--- src/rtl/core/pbad_pkg.sv ---
`timescale 1ns / 1ps
package pbad_pkg;

  localparam int OUT_WIDTH  = 64;
  localparam int OUT_HEIGHT = 64;
  localparam int SCALE_X    = 5;
  localparam int SCALE_Y    = 3;
  localparam int SRC_WIDTH  = 320;
  localparam int SRC_HEIGHT = 200;

  localparam int COL_W      = 9;
  localparam int ROW_W      = 8;
  localparam int CODE_W     = 8;
  localparam int PAL_AW     = 4;
  localparam int PAL_DEPTH  = 16;
  localparam int RGB_W      = 16;
  localparam int OXY_W      = 6;
  localparam int CFG_DATA_W = 9;
  localparam int CFG_IDX_W  = 1;
  localparam int SUB_W      = 3;

  localparam logic [CFG_IDX_W-1:0] CFG_BORDER_X = 1'b0;
  localparam logic [CFG_IDX_W-1:0] CFG_BORDER_Y = 1'b1;

  localparam logic CMD_PIXEL     = 1'b0;
  localparam logic CMD_PAL_WRITE = 1'b1;

  localparam logic [ROW_W-1:0] BORDER_Y_RST = 8'd4;

  localparam int SUM_AW  = (OUT_WIDTH > 1) ? $clog2(OUT_WIDTH) : 1;
  localparam int BLOCK_N = SCALE_X * SCALE_Y;
  localparam int SR_W    = $clog2(31 * BLOCK_N + 1);
  localparam int SG_W    = $clog2(63 * BLOCK_N + 1);
  localparam int SUM_W   = 2 * SR_W + SG_W;

  localparam int DIV_K    = 16;
  localparam int RECIP_W  = DIV_K + 1;
  localparam int RECIP_X  = ((1 << DIV_K) + SCALE_X - 1) / SCALE_X;
  localparam int RECIP_Y  = ((1 << DIV_K) + SCALE_Y - 1) / SCALE_Y;
  localparam int AVG_K    = 20;
  localparam int RECIPN_W = AVG_K + 1;
  localparam int RECIP_N  = ((1 << AVG_K) + BLOCK_N - 1) / BLOCK_N;

  typedef logic [RGB_W-1:0] rgb_t;
  typedef logic [OXY_W-1:0] oxy_t;

endpackage

--- src/rtl/core/palette_box_average_downscaler.sv ---
`timescale 1ns / 1ps
// Palette box-average downscaler: takes one transfer per clock on the input channel, either a
// palette write or a source pixel, and keeps that rate as long as the result channel keeps up.
// The closing pixel of a block carries its sums to stage 4, which loads the output register.
// Per-column channel sums live in a single synchronous memory, read by stage 2 and written
// back by stage 3; the stage 3 sum is forwarded when the next pixel reads the same column, so
// neighbouring pixels of the same column run back to back. The sum memory needs no clearing
// pass: the first pixel of every block overwrites its entry. The user must write the border
// registers only while no pixel is in flight; the block itself does not enforce it.
module palette_box_average_downscaler
  import pbad_pkg::*;
(
  input  logic                  clk,
  input  logic                  rst_n,
  input  logic                  cfg_we,
  input  logic [CFG_IDX_W-1:0]  cfg_index,
  input  logic [CFG_DATA_W-1:0] cfg_data,
  input  logic                  in_valid,
  output logic                  in_stall,
  input  logic                  in_command,
  input  logic                  in_frame_start,
  input  logic [CODE_W-1:0]     in_pixel_code,
  input  logic [PAL_AW-1:0]     in_palette_addr,
  input  logic [RGB_W-1:0]      in_palette_value,
  output logic                  out_valid,
  input  logic                  out_stall,
  output rgb_t                  out_rgb565,
  output oxy_t                  out_x,
  output oxy_t                  out_y,
  output logic                  out_last
);

  localparam int PX_W = COL_W + RECIP_W;
  localparam int PY_W = ROW_W + RECIP_W;

  logic                 en;
  logic                 acc;
  logic                 pix_acc;
  logic                 pal_acc;

  logic [COL_W-1:0]     border_x_r;
  logic [ROW_W-1:0]     border_y_r;
  logic [COL_W-1:0]     col_r;
  logic [ROW_W-1:0]     row_r;
  logic [COL_W-1:0]     col_cur;
  logic [ROW_W-1:0]     row_cur;
  logic [COL_W:0]       col_inc;
  logic [ROW_W:0]       row_inc;
  logic [COL_W-1:0]     col_nxt;
  logic [ROW_W-1:0]     row_nxt;
  logic [RGB_W-1:0]     pal_r [PAL_DEPTH];

  logic                 s1_valid_r;
  logic [COL_W-1:0]     s1_col_r;
  logic [ROW_W-1:0]     s1_row_r;
  rgb_t                 s1_colour_r;
  logic                 s1_inwin;
  logic [COL_W-1:0]     s1_wx;
  logic [ROW_W-1:0]     s1_wy;

  logic                 s2_valid_r;
  logic [COL_W-1:0]     s2_wx_r;
  logic [ROW_W-1:0]     s2_wy_r;
  logic [PX_W-1:0]      s2_px_r;
  logic [PY_W-1:0]      s2_py_r;
  rgb_t                 s2_colour_r;
  logic [COL_W-1:0]     s2_ox;
  logic [ROW_W-1:0]     s2_oy;
  logic [COL_W-1:0]     s2_ox_mul;
  logic [ROW_W-1:0]     s2_oy_mul;
  logic [COL_W-1:0]     s2_sx_full;
  logic [ROW_W-1:0]     s2_sy_full;
  logic [SUB_W-1:0]     s2_sx;
  logic [SUB_W-1:0]     s2_sy;
  logic                 s2_ok;
  logic [SUM_AW-1:0]    s2_addr;

  logic [SUM_W-1:0]     sum_mem [OUT_WIDTH];
  logic [SUM_W-1:0]     mem_rd_r;
  logic [SUM_W-1:0]     fwd_data_r;

  logic                 s3_valid_r;
  logic [SUM_AW-1:0]    s3_addr_r;
  oxy_t                 s3_ox_r;
  oxy_t                 s3_oy_r;
  logic                 s3_first_r;
  logic                 s3_final_r;
  logic                 s3_fwd_r;
  logic [4:0]           s3_cr_r;
  logic [5:0]           s3_cg_r;
  logic [4:0]           s3_cb_r;
  logic [SUM_W-1:0]     s3_base;
  logic [SR_W-1:0]      s3_sr;
  logic [SG_W-1:0]      s3_sg;
  logic [SR_W-1:0]      s3_sb;
  logic [SUM_W-1:0]     s3_new;

  logic                 s4_valid_r;
  logic [SR_W-1:0]      s4_sr_r;
  logic [SG_W-1:0]      s4_sg_r;
  logic [SR_W-1:0]      s4_sb_r;
  oxy_t                 s4_ox_r;
  oxy_t                 s4_oy_r;
  logic                 s4_last_r;
  logic [SR_W+RECIPN_W-1:0] q_r_prod;
  logic [SG_W+RECIPN_W-1:0] q_g_prod;
  logic [SR_W+RECIPN_W-1:0] q_b_prod;

  logic                 out_valid_r;
  rgb_t                 out_rgb_r;
  oxy_t                 out_x_r;
  oxy_t                 out_y_r;
  logic                 out_last_r;

  // Hold everything only when a finished result is blocked behind a stalled output.
  assign en       = !(s4_valid_r && out_valid_r && out_stall);
  assign in_stall = !en;
  assign acc      = in_valid && en;
  assign pix_acc  = acc && (in_command == CMD_PIXEL);
  assign pal_acc  = acc && (in_command == CMD_PAL_WRITE);

  assign col_cur = in_frame_start ? '0 : col_r;
  assign row_cur = in_frame_start ? '0 : row_r;
  assign col_inc = {1'b0, col_cur} + 1'b1;
  assign row_inc = {1'b0, row_cur} + 1'b1;

  always_comb begin
    col_nxt = col_inc[COL_W-1:0];
    row_nxt = row_cur;
    if (col_inc >= (COL_W+1)'(SRC_WIDTH)) begin
      col_nxt = '0;
      row_nxt = (row_inc >= (ROW_W+1)'(SRC_HEIGHT)) ? '0 : row_inc[ROW_W-1:0];
    end
  end

  always_ff @(posedge clk) begin
    if (!rst_n) begin
      border_x_r <= '0;
      border_y_r <= BORDER_Y_RST;
      col_r      <= '0;
      row_r      <= '0;
      for (int i = 0; i < PAL_DEPTH; i++) begin
        pal_r[i] <= '0;
      end
    end else begin
      if (cfg_we) begin
        case (cfg_index)
          CFG_BORDER_X: border_x_r <= cfg_data;
          CFG_BORDER_Y: border_y_r <= cfg_data[ROW_W-1:0];
          default: ;
        endcase
      end
      if (pix_acc) begin
        col_r <= col_nxt;
        row_r <= row_nxt;
      end
      if (pal_acc) begin
        pal_r[in_palette_addr] <= in_palette_value;
      end
    end
  end

  // Stage 1: window test and reciprocal products.
  assign s1_inwin = (s1_col_r >= border_x_r) && (s1_row_r >= border_y_r);
  assign s1_wx    = s1_col_r - border_x_r;
  assign s1_wy    = s1_row_r - border_y_r;

  // Stage 2: block coordinates, sub-block position, sum read.
  assign s2_ox      = s2_px_r[DIV_K +: COL_W];
  assign s2_oy      = s2_py_r[DIV_K +: ROW_W];
  assign s2_ox_mul  = s2_ox * COL_W'(SCALE_X);
  assign s2_oy_mul  = s2_oy * ROW_W'(SCALE_Y);
  assign s2_sx_full = s2_wx_r - s2_ox_mul;
  assign s2_sy_full = s2_wy_r - s2_oy_mul;
  assign s2_sx      = s2_sx_full[SUB_W-1:0];
  assign s2_sy      = s2_sy_full[SUB_W-1:0];
  assign s2_ok      = s2_valid_r && (s2_ox < COL_W'(OUT_WIDTH))
                      && (s2_oy < ROW_W'(OUT_HEIGHT));
  assign s2_addr    = s2_ox[SUM_AW-1:0];

  // Stage 3: accumulate, write back.
  assign s3_base = s3_fwd_r ? fwd_data_r : mem_rd_r;
  assign s3_sr   = s3_first_r ? SR_W'(s3_cr_r)
                              : s3_base[SUM_W-1 -: SR_W] + SR_W'(s3_cr_r);
  assign s3_sg   = s3_first_r ? SG_W'(s3_cg_r)
                              : s3_base[SR_W+SG_W-1 -: SG_W] + SG_W'(s3_cg_r);
  assign s3_sb   = s3_first_r ? SR_W'(s3_cb_r)
                              : s3_base[SR_W-1:0] + SR_W'(s3_cb_r);
  assign s3_new  = {s3_sr, s3_sg, s3_sb};

  // Stage 4: average by reciprocal.
  assign q_r_prod = (SR_W+RECIPN_W)'(s4_sr_r) * (SR_W+RECIPN_W)'(RECIP_N);
  assign q_g_prod = (SG_W+RECIPN_W)'(s4_sg_r) * (SG_W+RECIPN_W)'(RECIP_N);
  assign q_b_prod = (SR_W+RECIPN_W)'(s4_sb_r) * (SR_W+RECIPN_W)'(RECIP_N);

  always_ff @(posedge clk) begin
    if (en) begin
      mem_rd_r <= sum_mem[s2_addr];
      if (s3_valid_r) begin
        sum_mem[s3_addr_r] <= s3_new;
      end
    end
  end

  always_ff @(posedge clk) begin
    if (!rst_n) begin
      s1_valid_r <= 1'b0;
      s2_valid_r <= 1'b0;
      s3_valid_r <= 1'b0;
      s4_valid_r <= 1'b0;
    end else if (en) begin
      s1_valid_r <= pix_acc;
      s2_valid_r <= s1_valid_r && s1_inwin;
      s3_valid_r <= s2_ok;
      s4_valid_r <= s3_valid_r && s3_final_r;
    end
  end

  always_ff @(posedge clk) begin
    if (en) begin
      s1_col_r    <= col_cur;
      s1_row_r    <= row_cur;
      s1_colour_r <= pal_r[in_pixel_code[PAL_AW-1:0]];

      s2_wx_r     <= s1_wx;
      s2_wy_r     <= s1_wy;
      s2_px_r     <= PX_W'(s1_wx) * PX_W'(RECIP_X);
      s2_py_r     <= PY_W'(s1_wy) * PY_W'(RECIP_Y);
      s2_colour_r <= s1_colour_r;

      s3_addr_r   <= s2_addr;
      s3_ox_r     <= s2_ox[OXY_W-1:0];
      s3_oy_r     <= OXY_W'(s2_oy);
      s3_first_r  <= (s2_sx == '0) && (s2_sy == '0);
      s3_final_r  <= (s2_sx == SUB_W'(SCALE_X - 1)) && (s2_sy == SUB_W'(SCALE_Y - 1));
      s3_fwd_r    <= s3_valid_r && (s2_addr == s3_addr_r);
      s3_cr_r     <= s2_colour_r[15:11];
      s3_cg_r     <= s2_colour_r[10:5];
      s3_cb_r     <= s2_colour_r[4:0];
      fwd_data_r  <= s3_new;

      s4_sr_r     <= s3_sr;
      s4_sg_r     <= s3_sg;
      s4_sb_r     <= s3_sb;
      s4_ox_r     <= s3_ox_r;
      s4_oy_r     <= s3_oy_r;
      s4_last_r   <= (s3_ox_r == OXY_W'(OUT_WIDTH - 1))
                     && (s3_oy_r == OXY_W'(OUT_HEIGHT - 1));
    end
  end

  always_ff @(posedge clk) begin
    if (!rst_n) begin
      out_valid_r <= 1'b0;
    end else if (en && s4_valid_r) begin
      out_valid_r <= 1'b1;
    end else if (!out_stall) begin
      out_valid_r <= 1'b0;
    end
  end

  always_ff @(posedge clk) begin
    if (en && s4_valid_r) begin
      out_rgb_r  <= {q_r_prod[AVG_K +: 5], q_g_prod[AVG_K +: 6], q_b_prod[AVG_K +: 5]};
      out_x_r    <= s4_ox_r;
      out_y_r    <= s4_oy_r;
      out_last_r <= s4_last_r;
    end
  end

  assign out_valid  = out_valid_r;
  assign out_rgb565 = out_rgb_r;
  assign out_x      = out_x_r;
  assign out_y      = out_y_r;
  assign out_last   = out_last_r;

endmodule

--- config.mk ---
export PLATFORM = sky130hd
export DESIGN_NAME = palette_box_average_downscaler
export DESIGN_NICKNAME = d
export VERILOG_FILES = /design/src/rtl/core/pbad_pkg.sv /design/src/rtl/core/palette_box_average_downscaler.sv
export SDC_FILE = /design/constraint.sdc
export NUM_CORES = 2
export LEC_CHECK = 0
export BUFFER_PORTS_ARGS = -buffer_cell sky130_fd_sc_hd__buf_2
export CAP_MARGIN = 20
export CORE_MARGIN = 5
export CORE_UTILIZATION = 63
export DETAILED_ROUTE_END_ITERATION = 16
export HOLD_SLACK_MARGIN = 0.05
export PLACE_DENSITY = 0.76
export SLEW_MARGIN = 20
export SYNTH_ARGS = -nofsm -noshare
export SYNTH_HDL_FRONTEND = slang
export SYNTH_SLANG_ARGS = --single-unit
--- constraint.sdc ---
create_clock -name clk -period 8.9 [get_ports clk]
set_clock_uncertainty 0.2 [all_clocks]
set_input_delay 0.89 -clock clk [delete_from_list [all_inputs] [get_ports clk]]
set_output_delay 0.89 -clock clk [all_outputs]
set_load 0.05 [all_outputs]
==> flow_summary.yaml <==
die:
  start_util: 0.6343
  die_w_um: 398.6
  core_area_um2: 150000
  chipHeight_um: 398.6
  dieArea_um2: 158900
  io_pins: 76
  row_count: 142
critical_path:
  reg2reg_depth: 22
  path_cells: "inv_1 > ha_1 > fa_1 > nor2b_1 > o31a_1 > o21a_1 > nor2_1 > xnor2_1 > and2_1 > nor2_1 > fa_1 > inv_1 > fa_1 > inv_1 > fa_1 > ha_1 > nand4_1 > or4_1 > a21oi_1 > a311o_1 > o31ai_1 > xnor2_1"
  r2r-end: "s2_px_r[22]$_DFFE_PN_"
  critPathKind: "flop to flop"
  cp-start-kind: "flop"
  critPathCaptureType: "flop"
  crit_slowest_cell: "or4_1"
  rrSetupSlack_ns: 2.75
  cp.arrival_ns: 6.52
  crit_fanout: 5
  cp_common_cell: "fa_1"
  cp.required_ns: 9.26
  cp_num_buf_inv: 3
  cpPeakStageDelay_ns: 0.57
  r2r_start: "s1_col_r[0]$_DFFE_PN_"
  crit_family: "adder cells"
min_path:
  worstHoldEndpoint: "border_x_r[6]$_SDFFE_PN0P_"
  hold_path.class: "input port to flop"
  min_from: "cfg_data[6]"
  hold_depth: 3
yosys:
  postSynthAreaPerCell_um2: 20.55
  synth.area.top_cells: "edfxtp_1, mux4_2, ha_1"
  synth_top_cell_area_share: 0.7091
  syn_area_um2: 95120
  ys_seq_elements: 2285
  ys.flop_type: "edfxtp_1"
  synth-edff-count: 2246
  synth_cell_types: 68
  synth_common_cells: "edfxtp_1, mux4_2, and2_1, ha_1, inv_1"
  synth.largest_area_cell: "edfxtp_1"
  yosysSeqAreaShare: 0.7173
  postSynth.asyncResetShare: 0
  yosysWarnings: 0
  synthCells: 4628
  synth.most_common_cell: "edfxtp_1"
  syn-num-nets: 4975
power_and_ir_drop:
  swShare: 0.3408
  p_per_area_nw_per_um2: 365.1
  vdd_ir_drop_max_v: 0.0004139
  switchingPower_uw: 13200
  p_leak_uw: 0.03530
  intPower_uw: 25530
  clock_power_share: 0.234
  p_seq_frac: 0.410
  total_power_uw: 38730
  comb_power_share: 0.356
cts:
  post_cts_resized: 0
  cts_hold_buf: 0
  clock_sinks: 2285
  numCtsBuffers: 215
  clkTransAtPathRegs_ns: 0.06
  clkLatencyLatePin_ns: 0.84
  cts_max_level: 4
  postCtsSetupRepairBufs: 0
  cts-root-buf: "clkbuf_16"
  cts_tree: "yes"
  clk_path_buf_depth: 3
grt:
  grt_pass1_wl_mm: 337.0
  overflow: 0
  grt_pass1_vias: 48730
  grtUsageTotal: 0.2988
  antenna_found_initial: 20
  grt_max_degree: 153
route:
  drc: 0
  wl_per_cell_um: 32.98
  wirelength_mm: 232.6
  dr.pass1.iters: 6
  final_antenna_net_count: 0
  drt-initial-drc-count: 6030
  via_count: 47580
  viasPerCell: 6.745
timing:
  hold_viol: 0
  post-route-period-util: 0.6915
  maxSlewHeadroom: 0.2353
  slew_violations: 0
  max_freq_ghz: 0.1625
  finalSetupTns_ns: 0
  min_period_ns: 6.155
  finalSetupViolations: 0
  tightest_slew_ns: 1.147
  rsz0062_at_grt: "false"
finish:
  fillCellCount: 8747
  drive_above_1_share: 0.2604
  nets: 5196
  syn_to_final_growth_pct: 11.54
status:
  outcome: "completed"
placed_design:
  gp_congestion: 0.7992
  dpl.hpwl_mm: 123.4
  port_buffers: 71
job:
  drv_cap: 0
==> stage by stage <==
stage / area [µm²] / hold WS, ns / util / instances / setup slack, ns
finish: 106100 / 0.1900 / 0.7075 / 7053 / 2.745
global route: 106100 / 0.1645 / 0.7074 / 7046 / 2.324
CTS: 106000 / 0.1328 / 0.7072 / 7044 / 2.718
detailed placement: 99100 / 0.2045 / 0.6609 / 6646 / 2.726
global placement: 98970 / 0.2018 / 0.6600 / 6641 / 2.861
floorplan: 95120 / 0.2003 / - / 4628 / 0.5459
==> kinds of logic after synthesis <==
| logic type | Yosys count | synth area share |
|---|---|---|
| buf+inv | 387 | 0.01660 |
| fa+ha+maj | 302 | 0.04454 |
| compound gates | 227 | 0.01594 |
| xor+xnor | 75 | 0.006906 |
| flops | 2285 | 0.7173 |
| mux | 701 | 0.1619 |
| simple gates | 651 | 0.03685 |
==> power groups by stage <==
| stage | clock network, µW | logic, µW | registers, µW |
|---|---|---|---|
| floorplan | 0 | 8560 | 16200 |
| global placement | 0 | 13100 | 16100 |
| detailed placement | 0 | 13600 | 16100 |
| CTS | 9140 | 13800 | 15900 |
| global route | 9640 | 14800 | 15900 |
| finish | 9060 | 13800 | 15900 |
==> per-layer routing <==
layer	part of all wire	track usage	vias to the layer above
met4	0.046	0.1232	10
li1	-	-	19250
met1	0.35	0.4003	24930
met5	0.00028	0	-
met3	0.099	0.06233	483
met2	0.50	0.4893	2913
==> sequential cells by signal (all words and copies together) (netlist names), 7 cells and up <==
name / cells
out_rgb565: 16
col_r: 9
border_x_r: 9
s1_colour_r: 16
sum_mem: 1792
pal_r: 256
s2_px_r: 7
row_r: 8
s1_col_r: 9
s2_colour_r: 16
s1_row_r: 8
mem_rd_r: 28
fwd_data_r: 28
s2_py_r: 7
border_y_r: 8
==> cells in the final DEF, fill, tap and decap left out, drive strengths merged, types with 15 or more instances in the layout <==
cell    instances
and2          265
xor2           28
nor2          136
clkbuf        261
o21ai          49
nor3           20
a21boi         26
dfxtp          39
a21o           21
nand2b         15
edfxtp       2246
nor2b          42
and3           15
fa             61
nand3          32
mux2           19
mux4          668
inv           181
clkinv         98
bufinv         18
xnor2          47
ha            241
buf           217
a21oi          52
nand2          81
==> final cells by class <==
cell class / instances / area (µm²) / area share
diodes: 7 / 17.52 / 0.0001651
clock buffers: 261 / 5615 / 0.05293
clock inverters: 137 / 1329 / 0.01252
inverters: 174 / 653.1 / 0.006156
multi-input cells: 1956 / 26080 / 0.2458
flip-flops and latches: 2285 / 68230 / 0.6431
well taps: 2016 / 2522 / 0.02378
repair buffers: 217 / 1649 / 0.01554
==> tightest hold or removal path: stages <==
cell	delay (ns)
buf_2	0.11
nand2_1	0.06
a21boi_0	0.07
==> worst max path at each step <==
stage	startpoint	end	cells after the start
after floorplan	out_stall	in_stall	2
after global placement	s1_col_r[0]$_DFFE_PN_	s2_px_r[22]$_DFFE_PN_	22
after detailed placement	s1_col_r[0]$_DFFE_PN_	s2_px_r[22]$_DFFE_PN_	22
after CTS	s1_col_r[0]$_DFFE_PN_	s2_px_r[22]$_DFFE_PN_	22
after global routing	s1_col_r[0]$_DFFE_PN_	s2_px_r[22]$_DFFE_PN_	22
final	s1_col_r[0]$_DFFE_PN_	s2_px_r[22]$_DFFE_PN_	22
Note: power is estimated with default switching activity, not from simulation.
